===== config.mk =====
export PLATFORM = sky130hd
export DESIGN_NAME = irc_message_byte_parser_core
export DESIGN_NICKNAME = d
export VERILOG_FILES = /design/src/rtl/irc_mbp_pkg.sv /design/src/rtl/irc_message_byte_parser_core.sv
export VERILOG_INCLUDE_DIRS = /design/src /design/src/rtl
export SDC_FILE = /design/constraint.sdc
export NUM_CORES = 1
export LEC_CHECK = 0
export BUFFER_PORTS_ARGS = -buffer_cell sky130_fd_sc_hd__buf_2
export CAP_MARGIN = 5
export CORE_ASPECT_RATIO = 0.7
export CORE_MARGIN = 10
export CORE_UTILIZATION = 61
export CTS_CLUSTER_DIAMETER = 200
export DETAILED_ROUTE_END_ITERATION = 10
export GPL_TIMING_DRIVEN = 0
export PLACE_DENSITY = 0.93
export REMOVE_ABC_BUFFERS = 1
export SLEW_MARGIN = 30
export SYNTH_ARGS = -nofsm -noshare
export SYNTH_HDL_FRONTEND = slang
export SYNTH_SLANG_ARGS = --single-unit

===== constraint.sdc =====
create_clock -name clk -period 4.6 [get_ports clk]
set_input_delay 0.92 -clock clk [delete_from_list [all_inputs] [get_ports clk]]
set_output_delay 0.92 -clock clk [all_outputs]
set_load 0.02 [all_outputs]

===== src/rtl/irc_message_byte_parser_core_macros.svh =====
// assertion macros for the irc message byte parser core
// no dependencies; included by the top level only
`ifndef IRC_MESSAGE_BYTE_PARSER_CORE_MACROS_SVH
`define IRC_MESSAGE_BYTE_PARSER_CORE_MACROS_SVH

`ifndef SYNTH

`define IRC_ASSERT_SAME(label, clk, rst, cond, prop) \
  label: assert property (@(posedge clk) disable iff (rst) (cond) |-> (prop)) \
    else $error("assertion failed");

`define IRC_ASSERT_NEXT(label, clk, rst, cond, prop) \
  label: assert property (@(posedge clk) disable iff (rst) (cond) |=> (prop)) \
    else $error("assertion failed");

`else

`define IRC_ASSERT_SAME(label, clk, rst, cond, prop)

`define IRC_ASSERT_NEXT(label, clk, rst, cond, prop)

`endif

`endif


===== src/rtl/irc_mbp_pkg.sv =====
// types, character constants and codes for the irc message byte parser
// no dependencies
package irc_mbp_pkg;

  typedef enum logic [16:0] {
    PH_START  = 17'h00001,
    PH_KEY    = 17'h00002,
    PH_VAL    = 17'h00004,
    PH_ESC    = 17'h00008,
    PH_TAGSP  = 17'h00010,
    PH_MAIN   = 17'h00020,
    PH_USER   = 17'h00040,
    PH_HOST   = 17'h00080,
    PH_PFXSP  = 17'h00100,
    PH_CMDA   = 17'h00200,
    PH_DIG    = 17'h00400,
    PH_CMDEND = 17'h00800,
    PH_PSP    = 17'h01000,
    PH_MID    = 17'h02000,
    PH_TRAIL  = 17'h04000,
    PH_CR     = 17'h08000,
    PH_DONE   = 17'h10000
  } phase_t;

  localparam logic [3:0] KIND_DELIM   = 4'd0;
  localparam logic [3:0] KIND_KEY     = 4'd1;
  localparam logic [3:0] KIND_VALUE   = 4'd2;
  localparam logic [3:0] KIND_PREFIX  = 4'd3;
  localparam logic [3:0] KIND_USER    = 4'd4;
  localparam logic [3:0] KIND_HOST    = 4'd5;
  localparam logic [3:0] KIND_COMMAND = 4'd6;
  localparam logic [3:0] KIND_MIDDLE  = 4'd7;
  localparam logic [3:0] KIND_TRAIL   = 4'd8;

  localparam logic [3:0] ERR_NONE        = 4'd0;
  localparam logic [3:0] ERR_EARLY_END   = 4'd1;
  localparam logic [3:0] ERR_BAD_KEY     = 4'd2;
  localparam logic [3:0] ERR_BAD_ESCAPE  = 4'd3;
  localparam logic [3:0] ERR_TAGS_OPEN   = 4'd4;
  localparam logic [3:0] ERR_EMPTY_UH    = 4'd5;
  localparam logic [3:0] ERR_BAD_COMMAND = 4'd6;
  localparam logic [3:0] ERR_EMPTY_MID   = 4'd7;
  localparam logic [3:0] ERR_NO_CR       = 4'd8;
  localparam logic [3:0] ERR_NO_LF       = 4'd9;
  localparam logic [3:0] ERR_TRAIL_JUNK  = 4'd10;

  localparam logic [7:0] CH_AT    = 8'h40;
  localparam logic [7:0] CH_SEMI  = 8'h3b;
  localparam logic [7:0] CH_EQ    = 8'h3d;
  localparam logic [7:0] CH_BANG  = 8'h21;
  localparam logic [7:0] CH_BSL   = 8'h5c;
  localparam logic [7:0] CH_S     = 8'h73;
  localparam logic [7:0] CH_R     = 8'h72;
  localparam logic [7:0] CH_N     = 8'h6e;
  localparam logic [7:0] CH_COLON = 8'h3a;
  localparam logic [7:0] CH_SPACE = 8'h20;
  localparam logic [7:0] CH_CR    = 8'h0d;
  localparam logic [7:0] CH_LF    = 8'h0a;
  localparam logic [7:0] CH_NUL   = 8'h00;
  localparam logic [7:0] CH_DASH  = 8'h2d;
  localparam logic [7:0] CH_SLASH = 8'h2f;
  localparam logic [7:0] CH_PLUS  = 8'h2b;

  localparam logic [1:0] DIGIT_LAST = 2'd2;

  function automatic logic is_alpha(input logic [7:0] b);
    return (b >= 8'h41 && b <= 8'h5a) || (b >= 8'h61 && b <= 8'h7a);
  endfunction

  function automatic logic is_digit(input logic [7:0] b);
    return b >= 8'h30 && b <= 8'h39;
  endfunction

  function automatic logic is_key_char(input logic [7:0] b);
    return is_alpha(b) || is_digit(b) || b == CH_DASH || b == CH_SLASH || b == CH_PLUS;
  endfunction

  function automatic logic is_line_end(input logic [7:0] b);
    return b == CH_CR || b == CH_LF || b == CH_NUL;
  endfunction

endpackage


===== src/rtl/irc_message_byte_parser_core.sv =====
// irc message byte parser: one input byte per cycle while result_stall is low, one result per byte
// each byte passes an input register (s1) and then a result register; result_stall can hold both
// the parse state is updated once per byte, as the byte moves into the result register
// reset: synchronous, active high; clears both stages and the parse state, sets require_crlf to 1
// depends on irc_mbp_pkg and irc_message_byte_parser_core_macros.svh
`include "irc_message_byte_parser_core_macros.svh"

module irc_message_byte_parser_core (
  input  logic       clk,
  input  logic       rst,
  input  logic       item_valid,
  output logic       item_stall,
  input  logic [7:0] in_byte,
  input  logic       in_last,
  output logic       result_valid,
  input  logic       result_stall,
  output logic [3:0] field_kind,
  output logic       field_open,
  output logic       out_valid,
  output logic [7:0] out_byte,
  output logic [3:0] error_code,
  output logic       message_done,
  input  logic       cfg_valid,
  output logic       cfg_ready,
  input  logic       cfg_data
);
  import irc_mbp_pkg::*;

  logic       require_crlf;
  logic       s1_valid;
  logic [7:0] s1_byte;
  logic       s1_last;
  logic       s1_adv;
  logic       out_free;

  phase_t     phase, phase_next;
  logic [1:0] digit_count, digit_count_next;
  logic       field_has_bytes, field_has_bytes_next;
  logic [3:0] error_held, error_held_next;

  logic [3:0] k;
  logic       o;
  logic       v;
  logic [7:0] d;
  logic [3:0] code;
  logic       may_end;

  assign cfg_ready  = 1'b1;
  assign out_free   = !result_valid || !result_stall;
  assign s1_adv     = s1_valid && out_free;
  assign item_stall = s1_valid && !out_free;

  always_ff @(posedge clk) begin
    if (rst) begin
      require_crlf <= 1'b1;
    end else if (cfg_valid && cfg_ready) begin
      require_crlf <= cfg_data;
    end
  end

  always_ff @(posedge clk) begin
    if (rst) begin
      s1_valid <= 1'b0;
    end else if (item_valid && !item_stall) begin
      s1_valid <= 1'b1;
    end else if (s1_adv) begin
      s1_valid <= 1'b0;
    end
  end

  always_ff @(posedge clk) begin
    if (item_valid && !item_stall) begin
      s1_byte <= in_byte;
      s1_last <= in_last;
    end
  end

  always_comb begin
    phase_next           = phase;
    digit_count_next     = digit_count;
    field_has_bytes_next = field_has_bytes;
    error_held_next      = error_held;
    k = KIND_DELIM;
    o = 1'b0;
    v = 1'b0;
    d = 8'h00;
    if (error_held == ERR_NONE) begin
      case (phase)
        PH_START, PH_TAGSP: begin
          if (phase == PH_START && s1_byte == CH_AT) begin
            phase_next = PH_KEY;
            field_has_bytes_next = 1'b0;
            k = KIND_KEY;
            o = 1'b1;
          end else if (phase == PH_TAGSP && s1_byte == CH_SPACE) begin
            phase_next = phase;
          end else if (s1_byte == CH_COLON) begin
            phase_next = PH_MAIN;
            k = KIND_PREFIX;
            o = 1'b1;
          end else if (is_alpha(s1_byte)) begin
            phase_next = PH_CMDA;
            k = KIND_COMMAND;
            o = 1'b1;
            v = 1'b1;
            d = s1_byte;
          end else if (is_digit(s1_byte)) begin
            phase_next = PH_DIG;
            digit_count_next = 2'd1;
            k = KIND_COMMAND;
            o = 1'b1;
            v = 1'b1;
            d = s1_byte;
          end else begin
            error_held_next = ERR_BAD_COMMAND;
          end
        end
        PH_KEY: begin
          if (is_key_char(s1_byte)) begin
            field_has_bytes_next = 1'b1;
            k = KIND_KEY;
            v = 1'b1;
            d = s1_byte;
          end else if (!field_has_bytes) begin
            error_held_next = ERR_BAD_KEY;
          end else if (s1_byte == CH_EQ) begin
            phase_next = PH_VAL;
            k = KIND_VALUE;
            o = 1'b1;
          end else if (s1_byte == CH_SEMI) begin
            phase_next = PH_KEY;
            field_has_bytes_next = 1'b0;
            k = KIND_KEY;
            o = 1'b1;
          end else if (s1_byte == CH_SPACE) begin
            phase_next = PH_TAGSP;
          end else begin
            error_held_next = ERR_TAGS_OPEN;
          end
        end
        PH_VAL: begin
          if (s1_byte == CH_SEMI) begin
            phase_next = PH_KEY;
            field_has_bytes_next = 1'b0;
            k = KIND_KEY;
            o = 1'b1;
          end else if (s1_byte == CH_SPACE) begin
            phase_next = PH_TAGSP;
          end else if (is_line_end(s1_byte)) begin
            error_held_next = ERR_TAGS_OPEN;
          end else if (s1_byte == CH_BSL) begin
            phase_next = PH_ESC;
            k = KIND_VALUE;
          end else begin
            k = KIND_VALUE;
            v = 1'b1;
            d = s1_byte;
          end
        end
        PH_ESC: begin
          if (s1_byte == CH_COLON || s1_byte == CH_S || s1_byte == CH_BSL ||
              s1_byte == CH_R || s1_byte == CH_N) begin
            phase_next = PH_VAL;
            k = KIND_VALUE;
            v = 1'b1;
            if (s1_byte == CH_COLON) begin
              d = CH_SEMI;
            end else if (s1_byte == CH_S) begin
              d = CH_SPACE;
            end else if (s1_byte == CH_BSL) begin
              d = CH_BSL;
            end else if (s1_byte == CH_R) begin
              d = CH_CR;
            end else begin
              d = CH_LF;
            end
          end else begin
            error_held_next = ERR_BAD_ESCAPE;
          end
        end
        PH_MAIN: begin
          if (s1_byte == CH_SPACE) begin
            phase_next = PH_PFXSP;
          end else if (s1_byte == CH_BANG) begin
            phase_next = PH_USER;
            field_has_bytes_next = 1'b0;
            k = KIND_USER;
            o = 1'b1;
          end else if (s1_byte == CH_AT) begin
            phase_next = PH_HOST;
            field_has_bytes_next = 1'b0;
            k = KIND_HOST;
            o = 1'b1;
          end else begin
            k = KIND_PREFIX;
            v = 1'b1;
            d = s1_byte;
          end
        end
        PH_USER: begin
          if (s1_byte == CH_SPACE || s1_byte == CH_AT) begin
            if (!field_has_bytes) begin
              error_held_next = ERR_EMPTY_UH;
            end else if (s1_byte == CH_SPACE) begin
              phase_next = PH_PFXSP;
            end else begin
              phase_next = PH_HOST;
              field_has_bytes_next = 1'b0;
              k = KIND_HOST;
              o = 1'b1;
            end
          end else begin
            field_has_bytes_next = 1'b1;
            k = KIND_USER;
            v = 1'b1;
            d = s1_byte;
          end
        end
        PH_HOST: begin
          if (s1_byte == CH_SPACE) begin
            if (!field_has_bytes) begin
              error_held_next = ERR_EMPTY_UH;
            end else begin
              phase_next = PH_PFXSP;
            end
          end else begin
            field_has_bytes_next = 1'b1;
            k = KIND_HOST;
            v = 1'b1;
            d = s1_byte;
          end
        end
        PH_PFXSP: begin
          if (s1_byte == CH_SPACE) begin
            phase_next = phase;
          end else if (is_alpha(s1_byte)) begin
            phase_next = PH_CMDA;
            k = KIND_COMMAND;
            o = 1'b1;
            v = 1'b1;
            d = s1_byte;
          end else if (is_digit(s1_byte)) begin
            phase_next = PH_DIG;
            digit_count_next = 2'd1;
            k = KIND_COMMAND;
            o = 1'b1;
            v = 1'b1;
            d = s1_byte;
          end else begin
            error_held_next = ERR_BAD_COMMAND;
          end
        end
        PH_CMDA, PH_CMDEND: begin
          if (phase == PH_CMDA && is_alpha(s1_byte)) begin
            k = KIND_COMMAND;
            v = 1'b1;
            d = s1_byte;
          end else if (s1_byte == CH_SPACE) begin
            phase_next = PH_PSP;
          end else if (require_crlf && s1_byte == CH_CR) begin
            phase_next = PH_CR;
          end else begin
            error_held_next = require_crlf ? ERR_NO_CR : ERR_TRAIL_JUNK;
          end
        end
        PH_DIG: begin
          if (!is_digit(s1_byte)) begin
            error_held_next = ERR_BAD_COMMAND;
          end else begin
            if (digit_count >= DIGIT_LAST) begin
              phase_next = PH_CMDEND;
            end else begin
              digit_count_next = digit_count + 2'd1;
            end
            k = KIND_COMMAND;
            v = 1'b1;
            d = s1_byte;
          end
        end
        PH_PSP: begin
          if (s1_byte == CH_SPACE) begin
            phase_next = phase;
          end else if (s1_byte == CH_COLON) begin
            phase_next = PH_TRAIL;
            k = KIND_TRAIL;
            o = 1'b1;
          end else if (is_line_end(s1_byte)) begin
            error_held_next = ERR_EMPTY_MID;
          end else begin
            phase_next = PH_MID;
            k = KIND_MIDDLE;
            o = 1'b1;
            v = 1'b1;
            d = s1_byte;
          end
        end
        PH_MID, PH_TRAIL: begin
          if (phase == PH_MID && s1_byte == CH_SPACE) begin
            phase_next = PH_PSP;
          end else if (is_line_end(s1_byte)) begin
            if (require_crlf && s1_byte == CH_CR) begin
              phase_next = PH_CR;
            end else begin
              error_held_next = require_crlf ? ERR_NO_CR : ERR_TRAIL_JUNK;
            end
          end else begin
            k = (phase == PH_MID) ? KIND_MIDDLE : KIND_TRAIL;
            v = 1'b1;
            d = s1_byte;
          end
        end
        PH_CR: begin
          if (s1_byte == CH_LF) begin
            phase_next = PH_DONE;
          end else begin
            error_held_next = ERR_NO_LF;
          end
        end
        default: begin
          error_held_next = ERR_TRAIL_JUNK;
        end
      endcase
    end

    // an error byte and later bytes carry nothing
    if (error_held_next != ERR_NONE) begin
      k = KIND_DELIM;
      o = 1'b0;
      v = 1'b0;
      d = 8'h00;
    end

    may_end = (phase_next == PH_DONE) ||
              (!require_crlf && (phase_next == PH_CMDA || phase_next == PH_CMDEND ||
                                 phase_next == PH_PSP || phase_next == PH_MID ||
                                 phase_next == PH_TRAIL));
    code = error_held_next;
    if (s1_last) begin
      if (code == ERR_NONE && !may_end) begin
        code = ERR_EARLY_END;
      end
      phase_next           = PH_START;
      digit_count_next     = 2'd0;
      field_has_bytes_next = 1'b0;
      error_held_next      = ERR_NONE;
    end
  end

  always_ff @(posedge clk) begin
    if (rst) begin
      phase           <= PH_START;
      digit_count     <= 2'd0;
      field_has_bytes <= 1'b0;
      error_held      <= ERR_NONE;
    end else if (s1_adv) begin
      phase           <= phase_next;
      digit_count     <= digit_count_next;
      field_has_bytes <= field_has_bytes_next;
      error_held      <= error_held_next;
    end
  end

  always_ff @(posedge clk) begin
    if (rst) begin
      result_valid <= 1'b0;
    end else if (out_free) begin
      result_valid <= s1_valid;
    end
  end

  always_ff @(posedge clk) begin
    if (s1_adv) begin
      field_kind   <= k;
      field_open   <= o;
      out_valid    <= v;
      out_byte     <= d;
      error_code   <= code;
      message_done <= s1_last;
    end
  end

  // held error suppresses the byte
  `IRC_ASSERT_NEXT(a_err_quiet, clk, rst, s1_adv && error_held != ERR_NONE,
    field_kind == KIND_DELIM && !out_valid && !field_open && error_code != ERR_NONE)

  // last byte restarts the parse
  `IRC_ASSERT_NEXT(a_last_restart, clk, rst, s1_adv && s1_last,
    phase == PH_START && error_held == ERR_NONE && message_done)

  // a carried byte always belongs to a field
  `IRC_ASSERT_SAME(a_byte_kind, clk, rst, result_valid && out_valid,
    field_kind != KIND_DELIM && (message_done || error_code == ERR_NONE))

endmodule


Yosys cells after proc, flatten, opt, wreduce, memory -nomap -nowiden
Index checks and enable logic that the tools add are counted.

storage, ports and cells
  register bits = 55
  latch bits = 0
  RAM bits = 0
  ROM bits = 0
  input bits = 15
  output and inout port bits = 22
  word-level logic and storage cells = 316
  memories = 0

operators by class
  add/sub/neg operators = 1
  $mul = 0
  div/mod/pow operators = 0
  $lt $le $gt $ge = 7
  equal/unequal tests = 48
  shift-type cells = 0
  muxes and demuxes = 193
  bitwise gates (word level) = 1
  reductions and logical operators = 51

operator list
  operator                count
  $mux W17                36
  $pmux W17 S13           1
  $mux W8                 21
  $mux W4                 38
  $pmux W8 S12            1
  $eq A8 B6 Y1 const B    8
  $mux W1                 54
  $pmux W4 S13            1
  $pmux W4 S12            1
  $eq A8 B7 Y1 const B    5
  $mux W3                 13
  $mux W2                 18
  $eq A17 B10 Y1 const B  2
  $eq A17 B12 Y1 const B  2
  $eq A17 B13 Y1 const B  2
  $eq A17 B14 Y1 const B  2
  $eq A17 B15 Y1 const B  2
  $ne A3 B3 Y1 const B    10
  $mux W7                 4
  $logic_or A1 B1 Y1      18
  $eq A17 B1 Y1 const B   1
  $eq A17 B11 Y1 const B  1
  $eq A17 B16 Y1 const B  1
  $eq A17 B17 Y1 const B  1
  32 further kinds        58

Depth between registers and ports, before layout
  depth after elaboration = 21
  gate-level depth with buffers = 12
  mapped depth without buffers = 9

Worst setup path after synthesis
OpenSTA, ideal clock, no wires.

  path kind = flip-flop to flip-flop
  from = register s1_byte[0]
  to = register out_byte[0], data pin
  setup time = 0.141 ns
  arrival time = 3.067 ns
  data required time = 4.459 ns
  slack = 1.392 ns
  cell stages (with the launch flop) = 12
  path buffers = 2
  period minus slack after synthesis = 3.208 ns
  path through = edfxtp_1 buf_6 or4_4 a31oi_4 nand2_2 a211o_1 a2111oi_0 nand4bb_1 and2_4 or4b_4 buf_6 a21oi_2

between the ends
  cells in the longest elaborated chain, start to end = 12
  elaborated cells between the ends (all ways) = 99
  classes of those cells = order compare (6); eq/ne (15); mux (55); reduce/logical (23)

ends and longest elaborated chain
  element                                                line                                 RTL
  start, declared                                        irc_message_byte_parser_core.sv:31   logic [7:0] s1_byte;
  start signal, assigned                                 irc_message_byte_parser_core.sv:73   s1_byte <= in_byte;
  branches (longest 12 deep; another with $ge A8 B6 Y1)  --
  end signal, assigned                                   irc_message_byte_parser_core.sv:376  out_byte <= d;
  end, declared                                          irc_message_byte_parser_core.sv:20   output logic [7:0] out_byte,

Several ways; the timed one is not identified.
A chain may end at the register's enable or synchronous reset.

Final worst setup path
  from = register phase[12]
  to = register error_code[0], data pin

between the ends
  cells in the longest elaborated chain, start to end = 18
  elaborated cells between the ends (all ways) = 82
  classes of those cells = eq/ne (22); mux (44); reduce/logical (16)

ends and longest elaborated chain
  element                                                 line                                 RTL
  start, declared                                         irc_message_byte_parser_core.sv:36   phase_t phase, phase_next;
  start signal, assigned                                  irc_message_byte_parser_core.sv:356  phase <= phase_next;
  branches (longest 17 deep; another with $eq A17 B5 Y1)  --
  $mux W4 *                                               irc_message_byte_parser_core.sv:338  if (s1_last) begin
  net code[0]                                             irc_message_byte_parser_core.sv:45   logic [3:0] code;
  end signal, assigned                                    irc_message_byte_parser_core.sv:377  error_code <= code;
  end, declared                                           irc_message_byte_parser_core.sv:21   output logic [3:0] error_code,

Mark *: on every way through the listed nets, which the timed path passes.

==> metrics.txt <==
Top delay family on crit path=simple AND/OR/NAND/NOR gates; DRT Pass-1 Iters=6; DR WL/cell=24.1 µm; crit path max fanout=12; vias in the first global route=4597; Placement Cell Area=roughly 4700 µm²; M1 WL=6660 µm; Fmax=0.223 GHz; dpl hpwl=12300 µm; post-synthesis async set-or-reset flop share=0; worst slew pin tran=1.05 ns; full die area=approximately 11000 µm²; Chip Height=92.3 µm; PD cells=212 nW/µm²; Core Area=7290 µm²; syn avg cell area=between 7 and 8 µm²; Bufs and invs on worst path=0; Max Slew Vio Count=0; FF+latch count, synth=55; Rows=26; post-route cell area=4790 µm²; Initial Util=0.625; CP startpoint kind=flop; Setup CP Type=reg -> reg; die width=between 100 and 150 µm; number of H-tree levels=2; RSZ-0062 raised after global routing=false; Top Layer Used=met4; PnR worst setup slack=0.113 ns; I/O Buffers=35; # clock sinks=55; GRT Resource Usage Total=0.280; period utilisation layout=0.975; Layout Utilization=0.657; clock buffer count from CTS=5; Synthesis Warnings=0; Max stage delay on crit path=0.63 ns; cells on worst reg2reg path=9; P_leak=1.66 nW; pre-CTS setup slack=0.0232 ns; CP Data Arrival Time=approximately 4.6 ns; Boundary Pins=37; CTS Buffer Depth=2; fin nets=593; Hold Path Stages=2; DR WL met3=2510 µm; Min Hold Slack=roughly 0.53 ns; mapped cell area=4550 µm²; Residual DRC=0; total power=1.01 mW; cells after synthesis=578; CTS Hold Bufs=0; clock slew at reported path FFs=0.11 ns; class of the worst hold path=reg -> reg; Hold Fails Final Rpt=0; Antenna diodes=0; Max Cap Viol=0; CTS tree=built; root buf cell=clkbuf_8; final wirelength=16300 µm; via count=5032; Worst VDD drop=0.152 mV; grt total ovfl=0; Worst Skew=0.0159 ns; worst relative slew slack=0.295; dpl cells=between 600 and 700; Slowest cell on crit path=nor4_4; Placer Congestion=1.07; P&R area growth vs syn=5.16%; Antenna Nets Post-Route=0; top_reg_cell synth=edfxtp_1; DR vias/cell=7.43; initial antenna violation count=0; Seq/Total Area, Yosys=0.303; clock latency on the worst-skew pair=between 0.3 and 0.4 ns; fin cells=677; outcome=finished, final reports clean; Worst EP required=4.66 ns; count of final setup violators=0; Post-synth EDFFs=28; CP Capture Type=flop; pin count of the biggest net entering global routing=27; sum of negative setup slack=0 ns; layout cells sized above 1=0.154; critical path, cell by cell=nor4_4, nand4_1, o22ai_1, nor4_1, nor2_1, a31oi_1, or4_1, nor4_2, o22ai_1; Cell variety after synth=between 70 and 80; routed wl met2=6630 µm; post-layout minimum cycle time=~4.5 ns; Levels on crit path=9; first-pass GRT wire length=25500 µm; CP most frequent cell=o22ai_1; initial drt markers=1060
tightest hold or removal path, delay by kind of cell, from the launching register on:
kind,cells,cell delay (ns)
AOI/OAI and AO/OA,1,0.05
DFF,1,0.37
and+or+nand+nor,1,0.08
logic make-up after synthesis:
group | synth area share
buf+inv | 0.0525
other cells | 0.000823
simple gates | 0.382
compound gates | 0.243
xor+xnor | 0.0135
mux | 0.00440
flops | 0.303
cell usage in the layout (no fill, tap or decap), drive strengths merged, types with 8 or more instances in the layout:
cell type / synthesis / final
inv: 9 / 9
nand2: 45 / 45
a31oi: 17 / 17
o21ai: 23 / 23
dfxtp: 27 / 27
a211oi: 8 / 8
a22oi: 16 / 16
a21oi: 36 / 36
or3: 10 / 10
buf: 13 / 37
nor3: 22 / 22
nor4: 28 / 28
or4: 9 / 9
and2: 9 / 9
nand2b: 10 / 10
nor2: 83 / 83
nand4: 16 / 16
nor4b: 9 / 9
nand3: 13 / 13
o22ai: 9 / 9
edfxtp: 28 / 28
what timing repair did:
item	4_1_cts	5_1_grt
endpoints found under the setup margin	0	1
hold endpoints to repair	0	0
resized for setup	0	4
buffers inserted	0	0
synthesized netlist by cell type, types with 3 or more instances:
library cell | n | area (µm²)
nor4b_1 | 9 | 78.8
nand4b_1 | 4 | 35.0
o21bai_1 | 3 | 22.5
and2_1 | 8 | 50.1
nor3_1 | 21 | 105
nand2b_1 | 10 | 62.6
nor2_1 | 80 | 300
buf_2 | 8 | 40.0
nand4bb_1 | 5 | 56.3
nor3b_1 | 3 | 22.5
o31ai_1 | 6 | 45.0
nand3_1 | 13 | 65.1
a211o_1 | 4 | 35.0
o21ai_0 | 22 | 110
or4_1 | 6 | 45.0
nor4_1 | 22 | 138
nor4_4 | 4 | 85.1
dfxtp_1 | 27 | 541
xor2_1 | 6 | 52.6
a21oi_1 | 31 | 155
and4bb_2 | 3 | 37.5
inv_1 | 9 | 33.8
or2_2 | 6 | 37.5
a2bb2oi_1 | 4 | 35.0
and3_1 | 6 | 37.5
a2111oi_0 | 4 | 35.0
or4_4 | 3 | 33.8
or3b_2 | 3 | 26.3
a22oi_1 | 16 | 120
nand2_1 | 44 | 165
nand4_1 | 16 | 100
nand3b_1 | 3 | 22.5
o22ai_1 | 9 | 56.3
clkbuf_1 | 31 | 116
a21oi_2 | 5 | 43.8
edfxtp_1 | 28 | 841
nor2b_1 | 7 | 43.8
buf_6 | 3 | 33.8
a211oi_1 | 8 | 60.1
nor2_2 | 3 | 18.8
a31oi_1 | 16 | 100
or3_1 | 10 | 62.6
o21a_1 | 3 | 22.5
sequential cells by signal, indices dropped and copies added (netlist names):
signal	flops
field_kind	4
s1_byte	8
require_crlf	1
field_open	1
result_valid	1
phase	17
s1_last	1
out_byte	8
s1_valid	1
out_valid	1
error_code	4
digit_count	2
message_done	1
error_held	4
field_has_bytes	1
metal layers:
| layer | up-vias | global-route usage |
|---|---|---|
| li1 | 2229 | - |
| met1 | 2336 | 0.408 |
| met2 | 410 | 0.389 |
| met3 | 57 | 0.0746 |
| met4 | 0 | 0.0909 |
| met5 | - | 0 |
final cells by class:
cell class | instances | area [µm²]
flip-flops and latches | 55 | 1380
multi-input cells | 470 | 2980
well taps | 98 | 123
clock buffers | 7 | 76.3
clock inverters | 1 | 7.51
repair buffers | 37 | 188
fillers | 643 | 2500
inverters | 9 | 33.8
where the power goes:
group,switching (mW),total (mW),internal [mW]
clock,0.162,0.271,0.108
combinational,0.122,0.181,0.0588
sequential,0.0293,0.563,0.534
total,0.314,1.01,0.701
worst paths after layout:
check	startpoint	endpoint	slack, ns
max	phase[12]	error_code[0]	0.11
min	s1_valid	result_valid	0.53
max reg2reg	phase[12]	error_code[0]	0.11
min reg2reg	s1_valid	result_valid	0.53
Note: power is estimated with default switching activity, not from simulation.
